<file path="src/sv/bom_pkg.sv">
package bom_pkg;

	localparam int MAX_BOXES_DEF  = 64;
	localparam int COORD_BITS_DEF = 12;
	localparam int KIND_W         = 2;
	localparam int RATIO_W        = 4;
	localparam int CFG_IDX_W      = 2;
	localparam int CNT_OUT_W      = 7;

	localparam logic [RATIO_W-1:0] FP_RATIO_RESET = RATIO_W'(3);
	localparam logic [RATIO_W-1:0] TP_RATIO_RESET = RATIO_W'(2);

	typedef enum logic [KIND_W-1:0] {
		KIND_CLEAR = 2'd0,
		KIND_ADD   = 2'd1,
		KIND_TEST  = 2'd2
	} kind_t;

	typedef enum logic [CFG_IDX_W-1:0] {
		CFG_FP_RATIO = 2'd0,
		CFG_TP_RATIO = 2'd1
	} cfg_idx_t;

	typedef enum logic [1:0] {
		ST_IDLE,
		ST_SCAN,
		ST_RESP
	} state_t;

	typedef struct packed {
		logic clear;
		logic add;
		logic test;
		logic other;
		logic scan_en;
		logic load_out;
	} cmd_t;

	typedef struct packed {
		logic scan_done;
		logic pipe_busy;
	} status_t;

endpackage

</file>
<file path="src/sv/bom_ctrl.sv">
module bom_ctrl import bom_pkg::*; (
	input  logic              clk,
	input  logic              arst_n,
	input  logic              in_valid,
	output logic              in_ready,
	input  logic [KIND_W-1:0] in_kind,
	output logic              out_valid,
	input  logic              out_ready,
	input  status_t           status,
	output cmd_t              cmd
);

	state_t state_q;
	state_t state_d;
	logic   out_valid_q;
	logic   out_free;

	assign out_free  = !out_valid_q || out_ready;
	assign out_valid = out_valid_q;

	always_comb begin
		state_d = state_q;
		case (state_q)
			ST_IDLE: begin
				if (in_valid) begin
					if (kind_t'(in_kind) == KIND_TEST) begin
						state_d = ST_SCAN;
					end else begin
						state_d = ST_RESP;
					end
				end
			end
			ST_SCAN: begin
				if (status.scan_done && !status.pipe_busy) begin
					state_d = ST_RESP;
				end
			end
			ST_RESP: begin
				if (out_free) begin
					state_d = ST_IDLE;
				end
			end
			default: state_d = ST_IDLE;
		endcase
	end

	always_comb begin
		cmd      = '0;
		in_ready = 1'b0;
		case (state_q)
			ST_IDLE: begin
				in_ready = 1'b1;
				if (in_valid) begin
					case (kind_t'(in_kind))
						KIND_CLEAR: cmd.clear = 1'b1;
						KIND_ADD:   cmd.add   = 1'b1;
						KIND_TEST:  cmd.test  = 1'b1;
						default:    cmd.other = 1'b1;
					endcase
				end
			end
			ST_SCAN: begin
				cmd.scan_en = 1'b1;
			end
			ST_RESP: begin
				cmd.load_out = out_free;
			end
			default: begin
				cmd = '0;
			end
		endcase
	end

	always_ff @(posedge clk or negedge arst_n) begin
		if (!arst_n) begin
			state_q     <= ST_IDLE;
			out_valid_q <= 1'b0;
		end else begin
			state_q <= state_d;
			if (cmd.load_out) begin
				out_valid_q <= 1'b1;
			end else if (out_ready) begin
				out_valid_q <= 1'b0;
			end
		end
	end

endmodule

</file>
<file path="config.mk">
export PLATFORM = sky130hd
export DESIGN_NAME = bom_ctrl
export DESIGN_NICKNAME = d
export VERILOG_FILES = /design/src/sv/bom_pkg.sv /design/src/sv/bom_ctrl.sv
export SDC_FILE = /design/constraint.sdc
export NUM_CORES = 1
export LEC_CHECK = 0
export BUFFER_PORTS_ARGS = -buffer_cell sky130_fd_sc_hd__buf_2
export CAP_MARGIN = 20
export CORE_AREA = 2 2 39 41
export DETAILED_ROUTE_END_ITERATION = 8
export DIE_AREA = 0 0 41 43
export GPL_TIMING_DRIVEN = 1
export SLEW_MARGIN = 20
export SYNTH_ARGS = -nofsm -noshare
export SYNTH_HDL_FRONTEND = slang
export SYNTH_SLANG_ARGS = --single-unit
</file>
<file path="constraint.sdc">
create_clock -name clk -period 2.7 [get_ports clk]
set_clock_uncertainty 0.2 [all_clocks]
set_input_delay 0.135 -clock clk [delete_from_list [all_inputs] [get_ports clk]]
set_output_delay 0.135 -clock clk [all_outputs]
set_load 0.02 [all_outputs]
</file>
==> results of run 1 <==
-- cells in the mapped netlist, drive strengths merged --
library cell  count  share of area [%]
nor3              1                2.5
nor2b             1                3.1
a21oi             1                2.5
nand2             4                7.5
and3              1                3.1
nor3b             1                6.2
nor2              4                8.7
dfrtp             3                 37
o221ai            1                4.3
nand2b            5                 17
and4bb            1                6.2
inv               1                1.9
-- layout by cell type, fill, tap and decap left out, drive strengths merged --
cell type,netlist,final
a21oi,1,1
and3,1,1
and4bb,1,1
buf,0,15
clkbuf,0,4
dfrtp,3,3
dlygate4sd3,0,2
inv,1,1
nand2,4,4
nand2b,5,5
nor2,4,4
nor2b,1,1
nor3,1,1
nor3b,1,1
o221ai,1,1
-- sequential cells by signal, indices dropped and copies added, names as in the netlist --
register,count
state_q,2
out_valid,1
-- routing by layer --
layer	track usage, %	routed length, um	vias to the layer above
met3	1.57	50	2
met1	8.71	221	98
met5	0	0	-
li1	-	-	121
met2	10.3	232	13
met4	14.0	19	0
-- worst min path at each step --
stage	from	slack, ns	depth (start not counted)	to
after floorplan	arst_n	-0.36	0	out_valid
after global placement	arst_n	-0.27	1	out_valid
after detailed placement	arst_n	-0.26	1	out_valid
after CTS	arst_n	0.007	2	out_valid
after global routing	arst_n	0.04	2	out_valid
final	arst_n	0.02	2	out_valid
-- area by class of cell --
cell class | instances | area (um2) | area share (%)
Inverter | 1 | 3.75 | 1.09
Sequential cell | 3 | 75.1 | 21.9
Timing Repair Buffer | 17 | 95.1 | 27.7
Multi-Input combinational cell | 20 | 123 | 35.8
Clock buffer | 4 | 26.3 | 7.66
Tap cell | 16 | 20.0 | 5.84
-- per-stage QoR --
step	cells	utilization, %	setup slack, ns	total power, mW
floorplan	24	-	1.13	0.138
CTS	61	24.8	1.09	0.263
global route	61	24.8	0.972	0.280
finish	61	24.8	1.11	0.255
global placement	55	21.4	1.39	0.172
detailed placement	55	21.4	1.36	0.174
-- repair_timing --
item,in CTS,in global routing
hold endpoints to repair,4,0
endpoints found under the setup margin,0,0
hold buffers,2,0
-- power groups by stage --
stage / clock, mW / combinational, mW / sequential (mW)
floorplan: 0 / 0.0600 / 0.0784
global placement: 0 / 0.0999 / 0.0722
detailed placement: 0 / 0.101 / 0.0730
CTS: 0.0871 / 0.103 / 0.0726
global route: 0.0891 / 0.114 / 0.0762
finish: 0.0807 / 0.102 / 0.0723
-- kinds of logic after synthesis --
family	after synthesis	share of synthesized area, %
compound gates	2	6.83
flops	3	37.3
simple gates	18	54.0
buf+inv	1	1.86
==> metrics.txt, run 1 <==
clock slew at reported path FFs=0.04 ns; GPL Wtd Cong=about 0.64; sequential power share=between 20 and 30%; type of the worst min-delay path=in2async; critical path class=reg2out; Setup crit start=state_q[0]; Pins Over Slew Limit=0; Cell Area, Placed=about 300 um2; total CTS buffers=3; GR Overflow Total=0; largest net degree at the start of global routing=7; Setup Fix Bufs, Post-CTS=0; critical path launch point type=register; Max Cap Viol=0; RSZ-0062 raised after global routing=false; mean routed wirelength per cell=8.56 um; die height=about 43 um; static leakage=0.190 nW; peak supply drop=about 0.00024 V; Worst Path Buf+Inv=1; R2R depth=3; Tmin final=~1.6 ns; Pwr per Cell Area=around 740 mW/mm2; area of the mapped netlist=approximately 200 um2; all-layer global routing usage=under 10%; CTS tree=yes; Clk pwr share=a little under a third; Non-Filler Cell Area, Final=about 340 um2; reg2reg start=state_q[0]; Max transition margin=86.0%; Psw=between 90 and 100 uW; Clock Sink Count=3; DR DRC count=0; initial antenna violation count=0; global-route wire length before repair=roughly 870 um; number of I/O pins=16; R2R setup slack=between 1.5 and 2 ns; via/cell ratio=3.84; DRT Pass-1 Iters=3; die width=just over 40 um; setup_tns=0 ns; Fillers=between 150 and 200; Setup violations, final=0; DP Wirelength=just over 400 um; Crit Path Max Fanout=6; Final Hold Viols=0; switching fraction of total power=between 30% and 40%; sequential cell area fraction in the yosys report=between 30% and 40%; Slowest-stage cell, CP=dfrtp_1; Final ANT Viol Nets=0; Area growth, synth to finish=70.2%; syn_area_per_cell=8.39 um2; syn_nets=32; status=complete, no violations; crit end category=output pin; H-Tree Depth=1; critical-path cell list=nor3b_2 > and3_1 > buf_2; Ant. Diodes=0; crit path DAT=around 1.3 ns; post-cts sizing count=0; CTS root buffer=clkbuf_4; synthesized instance count=24; Initial Util=14.6%; Synth Register Bits=3; Ys Warns=0; total number of vias=234; max frequency=630 MHz; final net count=54; Crit path max-delay family=simple AND/OR/NAND/NOR gates; Int Power=155 uW; CORE AREA=roughly 0.0014 mm2; initial DRC count=4; latest clock arrival within the worst-skew pair=~0.23 ns; Slew @ Worst Pin=0.210 ns; number of stages on the worst setup path=3; vias in the first global route=around 220; die area=roughly 0.0018 mm2; final WL=roughly 520 um; Min Hold Slack=between 0.02 and 0.025 ns; PortBufs=15; Site Rows=14; CTS max path bufs=2; Worst Path Required=~2.4 ns; Combinational Power Share=between 30% and 40%; period utilisation layout=between 50% and 60%; r2r endpoint=state_q[1]; ratio of cells with drive above 1 in the final layout=between 40% and 50%; Worst path max stage delay=roughly 0.43 ns; CP endpoint=cmd[2]; Yosys cell types=14
Power figures use the tool's default switching activity.
==> run 2, diff against run 1 <==
==> constraint.sdc (replaced) <==
create_clock -name clk -period 1.6 [get_ports clk]
set_clock_uncertainty 0.2 [all_clocks]
set_input_delay 0.08 -clock clk [delete_from_list [all_inputs] [get_ports clk]]
set_output_delay 0.08 -clock clk [all_outputs]
set_load 0.02 [all_outputs]
==> run 2 against run 1 <==
  * Design area is 14% higher
  * Worst setup slack worse by 1.0 ns
  * Combinational power is 96% higher
  * Total power is 81% higher
  * First-iteration DRC count stayed put
  * Register-to-register slack worse by 1.2 ns
  * Non-clock buffer count is 4 higher
  * Hold slack worse by 0.021 ns
  * Critical path depth stayed put
  * Sequential share of layout area is 2.0 points lower
  * Wire length is 5.4% higher
  * Highest routed layer unchanged
==> metrics.txt, run 2 (synthesis results as in run 1) <==
initial DRC count=4 (unchanged); Tot Pwr=462 uW (+81%); mean routed wirelength per cell=8.46 um (-1.1%); reg2reg start=state_q[1]; Max transition margin=87.4% (+1.4 points); Cell Area, Placed=297 um2 (unchanged); total CTS buffers=3 (unchanged); all-layer global routing usage=8.14% (-0.30 points); critical path class=reg2out; CTS max path bufs=2 (unchanged); ratio of cells with drive above 1 in the final layout=51.0% (+4.4 points); Non-Filler Cell Area, Final=389 um2 (+14%); Int Power=286 uW (+85%); metal2 WL=239 um (+3.0%); R2R setup slack=0.38 ns (-1.18 ns); Final Hold Viols=0 (unchanged); Final ANT Viol Nets=0 (unchanged); Psw=175 uW (+76%); global-route wire length before repair=883 um (+1.6%); Tmin final=around 1.5 ns; storage element area=77.6 um2 (+3.3%); final net count=58 (+7.4%); Combinational Power Share=43.4% (+3.5 points); max FFs per register=2 (unchanged); GPL Wtd Cong=0.639 (+0.25%); Setup crit start=state_q[1]; die height=43 um (unchanged); DR DRC count=0 (unchanged); R2R depth=4 (+1); GR Overflow Total=0 (unchanged); Crit Path Max Fanout=5 (-1); CORE AREA=0.00138 mm2 (unchanged); placed cell count=55 (unchanged); total number of vias=263 (+12%); critical path launch point type=register; Crit path max-delay family=flip-flops; Biggest register=state_q; sequential power share=27.6% (-0.8 points); Worst path max stage delay=0.44 ns (about the same); Initial Util=14.6% (unchanged); latest clock arrival within the worst-skew pair=0.23 ns (about the same); peak supply drop=0.000374 V (+57%); die width=41 um (unchanged); Clock Sink Count=3 (unchanged); DRT Pass-1 Iters=4 (+1); critical-path cell list=nor3b_4 > and3_1 > buf_2; Setup violations, final=0 (unchanged); Fillers=149 (-3.2%); Pwr per Cell Area=1190 mW/mm2 (+60%); number of I/O pins=16 (unchanged); H-Tree Depth=1 (unchanged); DP Wirelength=395 um (-2.9%); PortBufs=15 (unchanged); most frequent cells in the layout=buf_2, nand2_1, nand2b_1, dlygate4sd3_1; Min Hold Slack=0.00248 ns (-0.0207 ns); r2r endpoint=state_q[1]; final WL=550 um (+5.4%); most common cell after layout, fill and taps aside=buf_2; switching fraction of total power=38.0% (-1.2 points); Slowest-stage cell, CP=dfrtp_2; wl on met1=241 um (+9.0%); static leakage=0.207 nW (+8.8%); die area=0.00176 mm2 (unchanged); clock slew at reported path FFs=0.03 ns (about the same); Worst Path Required=1.32 ns (-1.05 ns); RSZ-0062 raised after global routing=true; initial antenna violation count=0 (unchanged); Slew @ Worst Pin=0.189 ns (-0.0206 ns); CTS tree=yes; Clk pwr share=29.0% (-2.7 points); status=complete, no violations; largest net degree at the start of global routing=7 (unchanged); met3 wire len=49 um (-2.0%); period utilisation layout=94.7%; Area growth, synth to finish=93.2%; Ant. Diodes=0 (unchanged); Max Cap Viol=0 (unchanged); Site Rows=14 (unchanged); multi-input logic area=129 um2 (+5.1%); CTS root buffer=clkbuf_4; CP endpoint=cmd[2]; via/cell ratio=4.05 (+5.5%); Pins Over Slew Limit=0 (unchanged); Finished Core Util=28.1% (+3.3 points); number of stages on the worst setup path=3 (unchanged); vias in the first global route=224 (+1.4%); crit path DAT=1.24 ns (about the same); crit end category=output pin; max frequency=between 600 and 700 MHz; fin cells=65 (+6.6%); type of the worst min-delay path=in2reg; Worst Path Buf+Inv=1 (unchanged); Top Metal Used=met4
## run 2: cell types whose count changed in the layout (fill, tap and decap cells not counted), sizes merged
cell | before | now
dlygate4sd3 | 2 | 4
buf | 15 | 17
## run 2: timing repair
item	in CTS	in global routing
hold endpoints to repair	5	0
setup endpoints to repair	0	4
buffers inserted	0	2
resized for setup	0	4
hold buffers	5	0
## run 2: worst min-delay path by stage
stage / from / endpoint / slack [ns] / cells past startpoint
2_1_floorplan: arst_n / out_valid / -0.42 / 0
3_5_place_dp: arst_n / out_valid / -0.32 / 1
3_3_place_gp: arst_n / out_valid / -0.32 / 1
4_1_cts: status[0] / state_q[0] / 0.004 / 4
5_1_grt: status[0] / state_q[1] / 0.03 / 3
6_report: status[0] / state_q[1] / 0.002 / 3
## run 2: final cells by class
cell class                 instances  share of cell area (%)
timing repair buffer              21                    34.1
multi-input combinational         20                    33.1
sequential                         3                    19.9
clock buffer                       4                    6.75
tap                               16                    5.14
inverter                           1                   0.965
## run 2: per-layer routing
metal	track usage (%)	vias to the layer above
li1	-	133
met1	10.3	113
met2	8.75	15
met3	1.57	2
met4	12.0	0
met5	0	-
## run 2: power groups by stage
| stage | clock (mW) | combinational, mW | sequential (mW) |
|---|---|---|---|
| after floorplan | 0 | 0.101 | 0.132 |
| after global placement | 0 | 0.169 | 0.122 |
| after detailed placement | 0 | 0.169 | 0.124 |
| after CTS | 0.145 | 0.179 | 0.123 |
| after global routing | 0.149 | 0.223 | 0.133 |
| final | 0.134 | 0.200 | 0.127 |
## run 2: metrics by stage
step / TNS (ns) / setup slack (ns)
2_1_floorplan: 0 / 0.0831
3_3_place_gp: 0 / 0.348
3_5_place_dp: 0 / 0.334
4_1_cts: 0 / 0.0369
5_1_grt: -0.00661 / -0.00414
6_report: 0 / 0.0845
## run 2: worst min-delay path, delay by kind of cell
kind | cells | cell delay (ns)
and+or+nand+nor | 1 | 0.11
AOI/OAI and AO/OA | 1 | 0.12
buffers and inverters | 1 | 0.07
