## src/sv/bom_pkg.sv

```systemverilog
package bom_pkg;

	localparam int MAX_BOXES_DEF  = 64;
	localparam int COORD_BITS_DEF = 12;
	localparam int KIND_W         = 2;
	localparam int RATIO_W        = 4;
	localparam int CFG_IDX_W      = 2;
	localparam int CNT_OUT_W      = 7;

	localparam logic [RATIO_W-1:0] FP_RATIO_RESET = RATIO_W'(3);
	localparam logic [RATIO_W-1:0] TP_RATIO_RESET = RATIO_W'(2);

	typedef enum logic [KIND_W-1:0] {
		KIND_CLEAR = 2'd0,
		KIND_ADD   = 2'd1,
		KIND_TEST  = 2'd2
	} kind_t;

	typedef enum logic [CFG_IDX_W-1:0] {
		CFG_FP_RATIO = 2'd0,
		CFG_TP_RATIO = 2'd1
	} cfg_idx_t;

	typedef enum logic [1:0] {
		ST_IDLE,
		ST_SCAN,
		ST_RESP
	} state_t;

	typedef struct packed {
		logic clear;
		logic add;
		logic test;
		logic other;
		logic scan_en;
		logic load_out;
	} cmd_t;

	typedef struct packed {
		logic scan_done;
		logic pipe_busy;
	} status_t;

endpackage

```

## src/sv/bom_ram.sv

```systemverilog
module bom_ram #(
	parameter int WIDTH = 8,
	parameter int DEPTH = 64,
	localparam int AW = (DEPTH > 1) ? $clog2(DEPTH) : 1
) (
	input  logic             clk,
	input  logic             we,
	input  logic [AW-1:0]    waddr,
	input  logic [WIDTH-1:0] wdata,
	input  logic             re,
	input  logic [AW-1:0]    raddr,
	output logic [WIDTH-1:0] rdata
);

	logic [WIDTH-1:0] mem_q [DEPTH];

	always_ff @(posedge clk) begin
		if (we) begin
			mem_q[waddr] <= wdata;
		end
		if (re) begin
			rdata <= mem_q[raddr];
		end
	end

endmodule

```

## src/sv/bom_datapath.sv

```systemverilog
module bom_datapath import bom_pkg::*; #(
	parameter int MAX_BOXES  = MAX_BOXES_DEF,
	parameter int COORD_BITS = COORD_BITS_DEF
) (
	input  logic                  clk,
	input  logic                  arst_n,
	input  cmd_t                  cmd,
	output status_t               status,
	input  logic [COORD_BITS-1:0] x_min,
	input  logic [COORD_BITS-1:0] y_min,
	input  logic [COORD_BITS-1:0] x_max,
	input  logic [COORD_BITS-1:0] y_max,
	input  logic                  cfg_we,
	input  logic [CFG_IDX_W-1:0]  cfg_index,
	input  logic [RATIO_W-1:0]    cfg_data,
	output logic                  res_false_positive,
	output logic [CNT_OUT_W-1:0]  res_matched_count,
	output logic [CNT_OUT_W-1:0]  res_box_count,
	output logic                  res_table_full
);

	localparam int C      = COORD_BITS;
	localparam int CW1    = C + 1;
	localparam int AREA_W = 2 * CW1;
	localparam int INT_W  = 2 * C;
	localparam int SC_W   = INT_W + RATIO_W + 1;
	localparam int CNT_W  = $clog2(MAX_BOXES + 1);
	localparam int ADDR_W = (MAX_BOXES > 1) ? $clog2(MAX_BOXES) : 1;
	localparam int BOX_W  = 4 * C;
	localparam int WORD_W = BOX_W + 1;

	logic [RATIO_W-1:0] fp_ratio_q;
	logic [RATIO_W-1:0] tp_ratio_q;

	logic [CNT_W-1:0]   count_q;
	logic [CNT_W-1:0]   matched_q;
	logic [CNT_W-1:0]   idx_q;
	logic               fp_q;
	logic               full_q;
	logic               room;

	logic [C-1:0]              det_x0_q, det_y0_q, det_x1_q, det_y1_q;
	logic signed [CW1-1:0]     det_w, det_h;
	logic signed [AREA_W-1:0]  darea_q;

	logic                rd_en;
	logic [WORD_W-1:0]   rd_data;
	logic                we;
	logic [ADDR_W-1:0]   waddr;
	logic [WORD_W-1:0]   wdata;

	logic [C-1:0]          bx0, by0, bx1, by1;
	logic [C-1:0]          ix0, iy0, ix1, iy1;
	logic                  ov;

	logic                     v_s1, v_s2, v_s3, v_s4;
	logic [ADDR_W-1:0]        idx_s1, idx_s2, idx_s3, idx_s4;
	logic                     ov_s2, ov_s3, ov_s4;
	logic                     mark_s2, mark_s3, mark_s4;
	logic [BOX_W-1:0]         box_s2, box_s3, box_s4;
	logic [C-1:0]             spx_s2, spy_s2;
	logic signed [CW1-1:0]    bw_s2, bh_s2;
	logic [INT_W-1:0]         inter_s3;
	logic signed [AREA_W-1:0] barea_s3;
	logic [SC_W-1:0]          fpi_s4, tpi_s4;
	logic signed [AREA_W-1:0] smaller_s4;
	logic signed [SC_W-1:0]   smaller_ext;
	logic                     fp_hit, tp_hit, new_mark;

	assign room             = count_q < CNT_W'(MAX_BOXES);
	assign rd_en            = cmd.scan_en && (idx_q < count_q);
	assign status.scan_done = !(idx_q < count_q);
	assign status.pipe_busy = v_s1 || v_s2 || v_s3 || v_s4;

	always_ff @(posedge clk or negedge arst_n) begin
		if (!arst_n) begin
			fp_ratio_q <= FP_RATIO_RESET;
			tp_ratio_q <= TP_RATIO_RESET;
		end else if (cfg_we) begin
			case (cfg_idx_t'(cfg_index))
				CFG_FP_RATIO: fp_ratio_q <= cfg_data;
				CFG_TP_RATIO: tp_ratio_q <= cfg_data;
				default: ;
			endcase
		end
	end

	always_ff @(posedge clk or negedge arst_n) begin
		if (!arst_n) begin
			count_q   <= '0;
			matched_q <= '0;
			idx_q     <= '0;
			fp_q      <= 1'b0;
			full_q    <= 1'b0;
		end else begin
			if (cmd.clear) begin
				count_q   <= '0;
				matched_q <= '0;
			end else if (cmd.add && room) begin
				count_q <= count_q + CNT_W'(1);
			end else if (new_mark) begin
				matched_q <= matched_q + CNT_W'(1);
			end
			if (cmd.test) begin
				idx_q <= '0;
			end else if (rd_en) begin
				idx_q <= idx_q + CNT_W'(1);
			end
			if (cmd.test) begin
				fp_q <= 1'b1;
			end else if (cmd.clear || cmd.add || cmd.other || fp_hit) begin
				fp_q <= 1'b0;
			end
			if (cmd.add) begin
				full_q <= !room;
			end else if (cmd.clear || cmd.test || cmd.other) begin
				full_q <= 1'b0;
			end
		end
	end

	always_ff @(posedge clk) begin
		if (cmd.test) begin
			det_x0_q <= x_min;
			det_y0_q <= y_min;
			det_x1_q <= x_max;
			det_y1_q <= y_max;
		end
		darea_q <= AREA_W'(det_w) * AREA_W'(det_h);
	end

	assign det_w = $signed({1'b0, det_x1_q}) - $signed({1'b0, det_x0_q});
	assign det_h = $signed({1'b0, det_y1_q}) - $signed({1'b0, det_y0_q});

	assign we    = (cmd.add && room) || new_mark;
	assign waddr = cmd.add ? count_q[ADDR_W-1:0] : idx_s4;
	assign wdata = cmd.add ? {1'b0, y_max, x_max, y_min, x_min} : {1'b1, box_s4};

	bom_ram #(
		.WIDTH (WORD_W),
		.DEPTH (MAX_BOXES)
	) u_box_ram (
		.clk   (clk),
		.we    (we),
		.waddr (waddr),
		.wdata (wdata),
		.re    (rd_en),
		.raddr (idx_q[ADDR_W-1:0]),
		.rdata (rd_data)
	);

	assign bx0 = rd_data[C-1:0];
	assign by0 = rd_data[2*C-1:C];
	assign bx1 = rd_data[3*C-1:2*C];
	assign by1 = rd_data[4*C-1:3*C];
	assign ix0 = (bx0 > det_x0_q) ? bx0 : det_x0_q;
	assign iy0 = (by0 > det_y0_q) ? by0 : det_y0_q;
	assign ix1 = (bx1 < det_x1_q) ? bx1 : det_x1_q;
	assign iy1 = (by1 < det_y1_q) ? by1 : det_y1_q;
	assign ov  = (ix0 < ix1) && (iy0 < iy1);

	always_ff @(posedge clk or negedge arst_n) begin
		if (!arst_n) begin
			v_s1 <= 1'b0;
			v_s2 <= 1'b0;
			v_s3 <= 1'b0;
			v_s4 <= 1'b0;
		end else begin
			v_s1 <= rd_en;
			v_s2 <= v_s1;
			v_s3 <= v_s2;
			v_s4 <= v_s3;
		end
	end

	always_ff @(posedge clk) begin
		idx_s1 <= idx_q[ADDR_W-1:0];

		idx_s2  <= idx_s1;
		ov_s2   <= ov;
		mark_s2 <= rd_data[BOX_W];
		box_s2  <= rd_data[BOX_W-1:0];
		spx_s2  <= ix1 - ix0;
		spy_s2  <= iy1 - iy0;
		bw_s2   <= $signed({1'b0, bx1}) - $signed({1'b0, bx0});
		bh_s2   <= $signed({1'b0, by1}) - $signed({1'b0, by0});

		idx_s3   <= idx_s2;
		ov_s3    <= ov_s2;
		mark_s3  <= mark_s2;
		box_s3   <= box_s2;
		inter_s3 <= INT_W'(spx_s2) * INT_W'(spy_s2);
		barea_s3 <= AREA_W'(bw_s2) * AREA_W'(bh_s2);

		idx_s4     <= idx_s3;
		ov_s4      <= ov_s3;
		mark_s4    <= mark_s3;
		box_s4     <= box_s3;
		fpi_s4     <= SC_W'(fp_ratio_q) * SC_W'(inter_s3);
		tpi_s4     <= SC_W'(tp_ratio_q) * SC_W'(inter_s3);
		smaller_s4 <= (barea_s3 > darea_q) ? darea_q : barea_s3;
	end

	assign smaller_ext = SC_W'(smaller_s4);
	assign fp_hit      = v_s4 && ov_s4 && ($signed(fpi_s4) >= smaller_ext);
	assign tp_hit      = v_s4 && ov_s4 && ($signed(tpi_s4) >= smaller_ext);
	assign new_mark    = tp_hit && !mark_s4;

	always_ff @(posedge clk) begin
		if (cmd.load_out) begin
			res_false_positive <= fp_q;
			res_matched_count  <= CNT_OUT_W'(matched_q);
			res_box_count      <= CNT_OUT_W'(count_q);
			res_table_full     <= full_q;
		end
	end

endmodule
```

## config.mk

```make
export PLATFORM = sky130hd
export DESIGN_NAME = bom_datapath
export DESIGN_NICKNAME = d
export VERILOG_FILES = /design/src/sv/bom_pkg.sv /design/src/sv/bom_ram.sv /design/src/sv/bom_datapath.sv
export SDC_FILE = /design/constraint.sdc
export NUM_CORES = 2
export LEC_CHECK = 0
export ABC_CLOCK_PERIOD_IN_PS = 10500
export BUFFER_PORTS_ARGS = -buffer_cell sky130_fd_sc_hd__buf_2
export CAP_MARGIN = 20
export CORE_MARGIN = 2
export CORE_UTILIZATION = 45
export CTS_BUF_LIST = sky130_fd_sc_hd__clkbuf_4 sky130_fd_sc_hd__clkbuf_8
export CTS_CLUSTER_DIAMETER = 50
export DETAILED_ROUTE_END_ITERATION = 6
export GPL_TIMING_DRIVEN = 0
export HOLD_SLACK_MARGIN = 0.03
export PLACE_DENSITY_LB_ADDON = 0.2
export SLEW_MARGIN = 40
export SYNTH_ARGS = -nofsm -noshare
export SYNTH_HDL_FRONTEND = slang
export SYNTH_SLANG_ARGS = --single-unit
```

## constraint.sdc

```tcl
create_clock -name clk -period 10.5 [get_ports clk]
set_input_delay 0.525 -clock clk [delete_from_list [all_inputs] [get_ports clk]]
set_output_delay 0.525 -clock clk [all_outputs]
set_load 0.005 [all_outputs]
```

==> summary.txt <==
Clocking
  • CTS tree: yes
  • Clock sink count: 3666
  • CTS Buf Count: 606
  • CTS H-tree depth: 6
  • Root buf cell: clkbuf_8
  • Clock Tree Buf Depth: 4
  • Clk Latency, worst-skew pair: 1.21 ns
  • CTS resizes: 0
  • CTS clk-pin slew, worst paths: 0.06 ns

Hold path
  • Worst hold path class: in -> reg
  • Hold Path Depth: 3

Placed design
  • DPL Wire Length: 329 mm
  • # port buffers: 78
  • Post-DP Area: 174000 sq um
  • Final GP Congestion: 0.880

Synth
  • Post-synth EDFFs: 3249
  • Top cell type's share of synthesized area: 60.3%
  • Register area share after synthesis: 65.6%
  • #FFs+latches synth: 3666
  • Ranking of synthesized cells by area: edfxtp_1, mux4_2, fa_1
  • Cell taking the most area after synthesis: edfxtp_1
  • Synth Area per Inst: 18.4 sq um
  • Primary FF master, synth: edfxtp_1
  • Syn Inst Count: 8778
  • Most frequent cell after synthesis: edfxtp_1
  • Synth top cells by count: edfxtp_1, mux4_2, inv_1
  • Unique masters post-synth: 81
  • Yosys warns: 0
  • Syn nets: 9830
  • Mapped Area: 162000 sq um
  • Post-synth ARST share: 0.955%

Floorplan
  • Initial cell density of the core: 45.1%
  • Die Wd: 604 microns
  • Die H: 604 microns
  • Row count: 220
  • IO Pins: 81
  • Die area: 364000 sq um
  • Core ar.: 359000 sq um

Route
  • Vias: 84.9k
  • Post-Route WL: 442 mm
  • Residual DRC: 0
  • DR WL/cell: 29.3 microns
  • Remaining antenna violation count after routing: 0
  • TritonRoute pass-1 iters: 5
  • Vias per cell: 5.63
  • DR iter-0 viols: 8172

GRT
  • All-Layer GR Usage: 24.3%
  • Global-route wire length before repair: 632 mm
  • Overflow after GRT: 0
  • Vias in the first global route: 89.2k
  • Initial antenna violation count: 53
  • Pin count of the biggest net entering global routing: 72

Timing
  • Final setup fails: 0
  • Setup TNS: 0 ns
  • Max-slew violations: 0
  • RSZ-0062 raised after global routing: no
  • Worst Clk Skew: 0.135 ns
  • Worst rel slew slack: 40.2%
  • Final Hold Vio Count: 0
  • Worst Max-Slew Pin Slew: 0.893 ns
  • Final min period: 9.23 ns
  • Max Clock Freq: 108 MHz
  • Crit share post-route: 87.9%

Setup path
  • Crit-path max cell delay: 0.56 ns
  • Worst setup path endpoint: darea_q[24]$_DFF_P_
  • Critical path's slowest cell: fa_1
  • Req. time, crit path: 11.54 ns
  • Crit path launch: det_x1_q[1]$_DFFE_PP_
  • Most common cell on crit path: fa_1
  • Critical Path End Type: flip-flop
  • Reg-to-reg startpoint: det_x1_q[1]$_DFFE_PP_
  • Reg2reg end: darea_q[24]$_DFF_P_
  • Crit path launch type: flip-flop
  • FF-to-FF setup slack: 1.27 ns
  • R2R depth: 31
  • Max Fanout on Critical Path: 10
  • Critical path class: reg -> reg
  • Worst EP arrival: 10.27 ns

Layout
  • Nets: 10.8k
  • Final instance area: 187000 sq um
  • Final-layout fill cell count: 28.7k
  • Synthesis-to-layout area growth: 15.6%
  • Layout cell share with drive strength beyond 1: 26.6%

Run status
  • Status: finished clean

Job
  • Number of max-cap violations: 0
## area by class of cell
type | instances | area, sq um | share of cell area, %
Sequential cell | 3666 | 106000 | 56.7
Inverter | 723 | 2720 | 1.46
Tap cell | 4773 | 5970 | 3.19
Multi-Input combinational cell | 4053 | 52400 | 28.0
Antenna cell | 23 | 57.6 | 0.0308
Clock inverter | 235 | 1660 | 0.886
Buffer | 336 | 1560 | 0.835
Clock buffer | 869 | 10500 | 5.63
Timing Repair Buffer | 403 | 6070 | 3.24
## per-stage QoR
step                hold slack, ns  instances  utilization [%]  worst slack [ns]
floorplan                    0.229       8778                -              2.86
global placement             0.310      13600             46.9             0.250
detailed placement           0.312      13900             48.5              1.27
CTS                         0.0563      15100             52.1              1.23
global route                 0.139      15100             52.1             0.751
finish                       0.179      15100             52.1              1.27
## cells by family (layout without fill, tap and decap cells)
group	after synthesis	in the layout	synth area share, %
buf+inv	1059	2566	2.57
mux	1172	1172	15.3
xor+xnor	177	177	0.958
fa+ha+maj	989	989	10.1
compound gates	489	489	2.01
simple gates	1226	1226	3.57
other cells	0	23	0
flops	3666	3666	65.6
## metal layers
metal / vias to the layer above / share of wire [%] / global-route usage [%]
met3: 741 / 6.6 / 3.95
met4: 0 / 4.1 / 9.53
met5: - / 0 / 0
met2: 3195 / 50 / 41.8
met1: 45100 / 39 / 30.9
li1: 35900 / - / -
## cell usage in the layout, fill, tap and decap left out, types with 161 or more instances in the layout
cell	instances
edfxtp_1	3249
mux4_2	1029
inv_1	720
clkbuf_8	641
fa_1	519
ha_1	470
nand2_1	451
dfxtp_1	382
clkbuf_4	231
nor2_1	217
and2_1	214
buf_2	164
buf_8	161
## worst min-delay path by stage
stage | start | end | slack (ns)
2_1_floorplan | arst_n | count_q[0]$_DFFE_PN0P_ | 0.23
3_3_place_gp | idx_s1[0]$_DFF_P_ | idx_s2[0]$_DFF_P_ | 0.31
3_5_place_dp | box_s2[21]$_DFF_P_ | box_s3[21]$_DFF_P_ | 0.31
4_1_cts | cfg_data[3] | fp_ratio_q[3]$_DFFE_PN0P_ | 0.06
5_1_grt | cfg_data[2] | tp_ratio_q[2]$_DFFE_PN0P_ | 0.14
6_report | cfg_data[0] | tp_ratio_q[0]$_DFFE_PN0P_ | 0.18
## flip-flops by register name (all words and copies together), names as in the netlist, 28 cells and up
signal           count
u_box_ram.mem_q   3136
box_s4              48
box_s2              48
fpi_s4              28
box_s3              48
u_box_ram.rdata     49
tpi_s4              28
## critical path, delay by kind of cell (launching register included)
kind            cells  cell delay (ns)
compound gates     10             2.28
flops               1             0.54
fa+ha+maj           8             3.90
xor+xnor            1             0.13
buf+inv             6             0.95
simple gates        6             1.35
## timing repair
action | in CTS | in global routing
hold endpoints to repair | 168 | 0
hold buffers | 67 | 0
setup buffers | 0 | 0
Power is left out: the tool's default activity adds up to more than one toggle a clock period on the data nets, which glitch-free logic cannot reach.
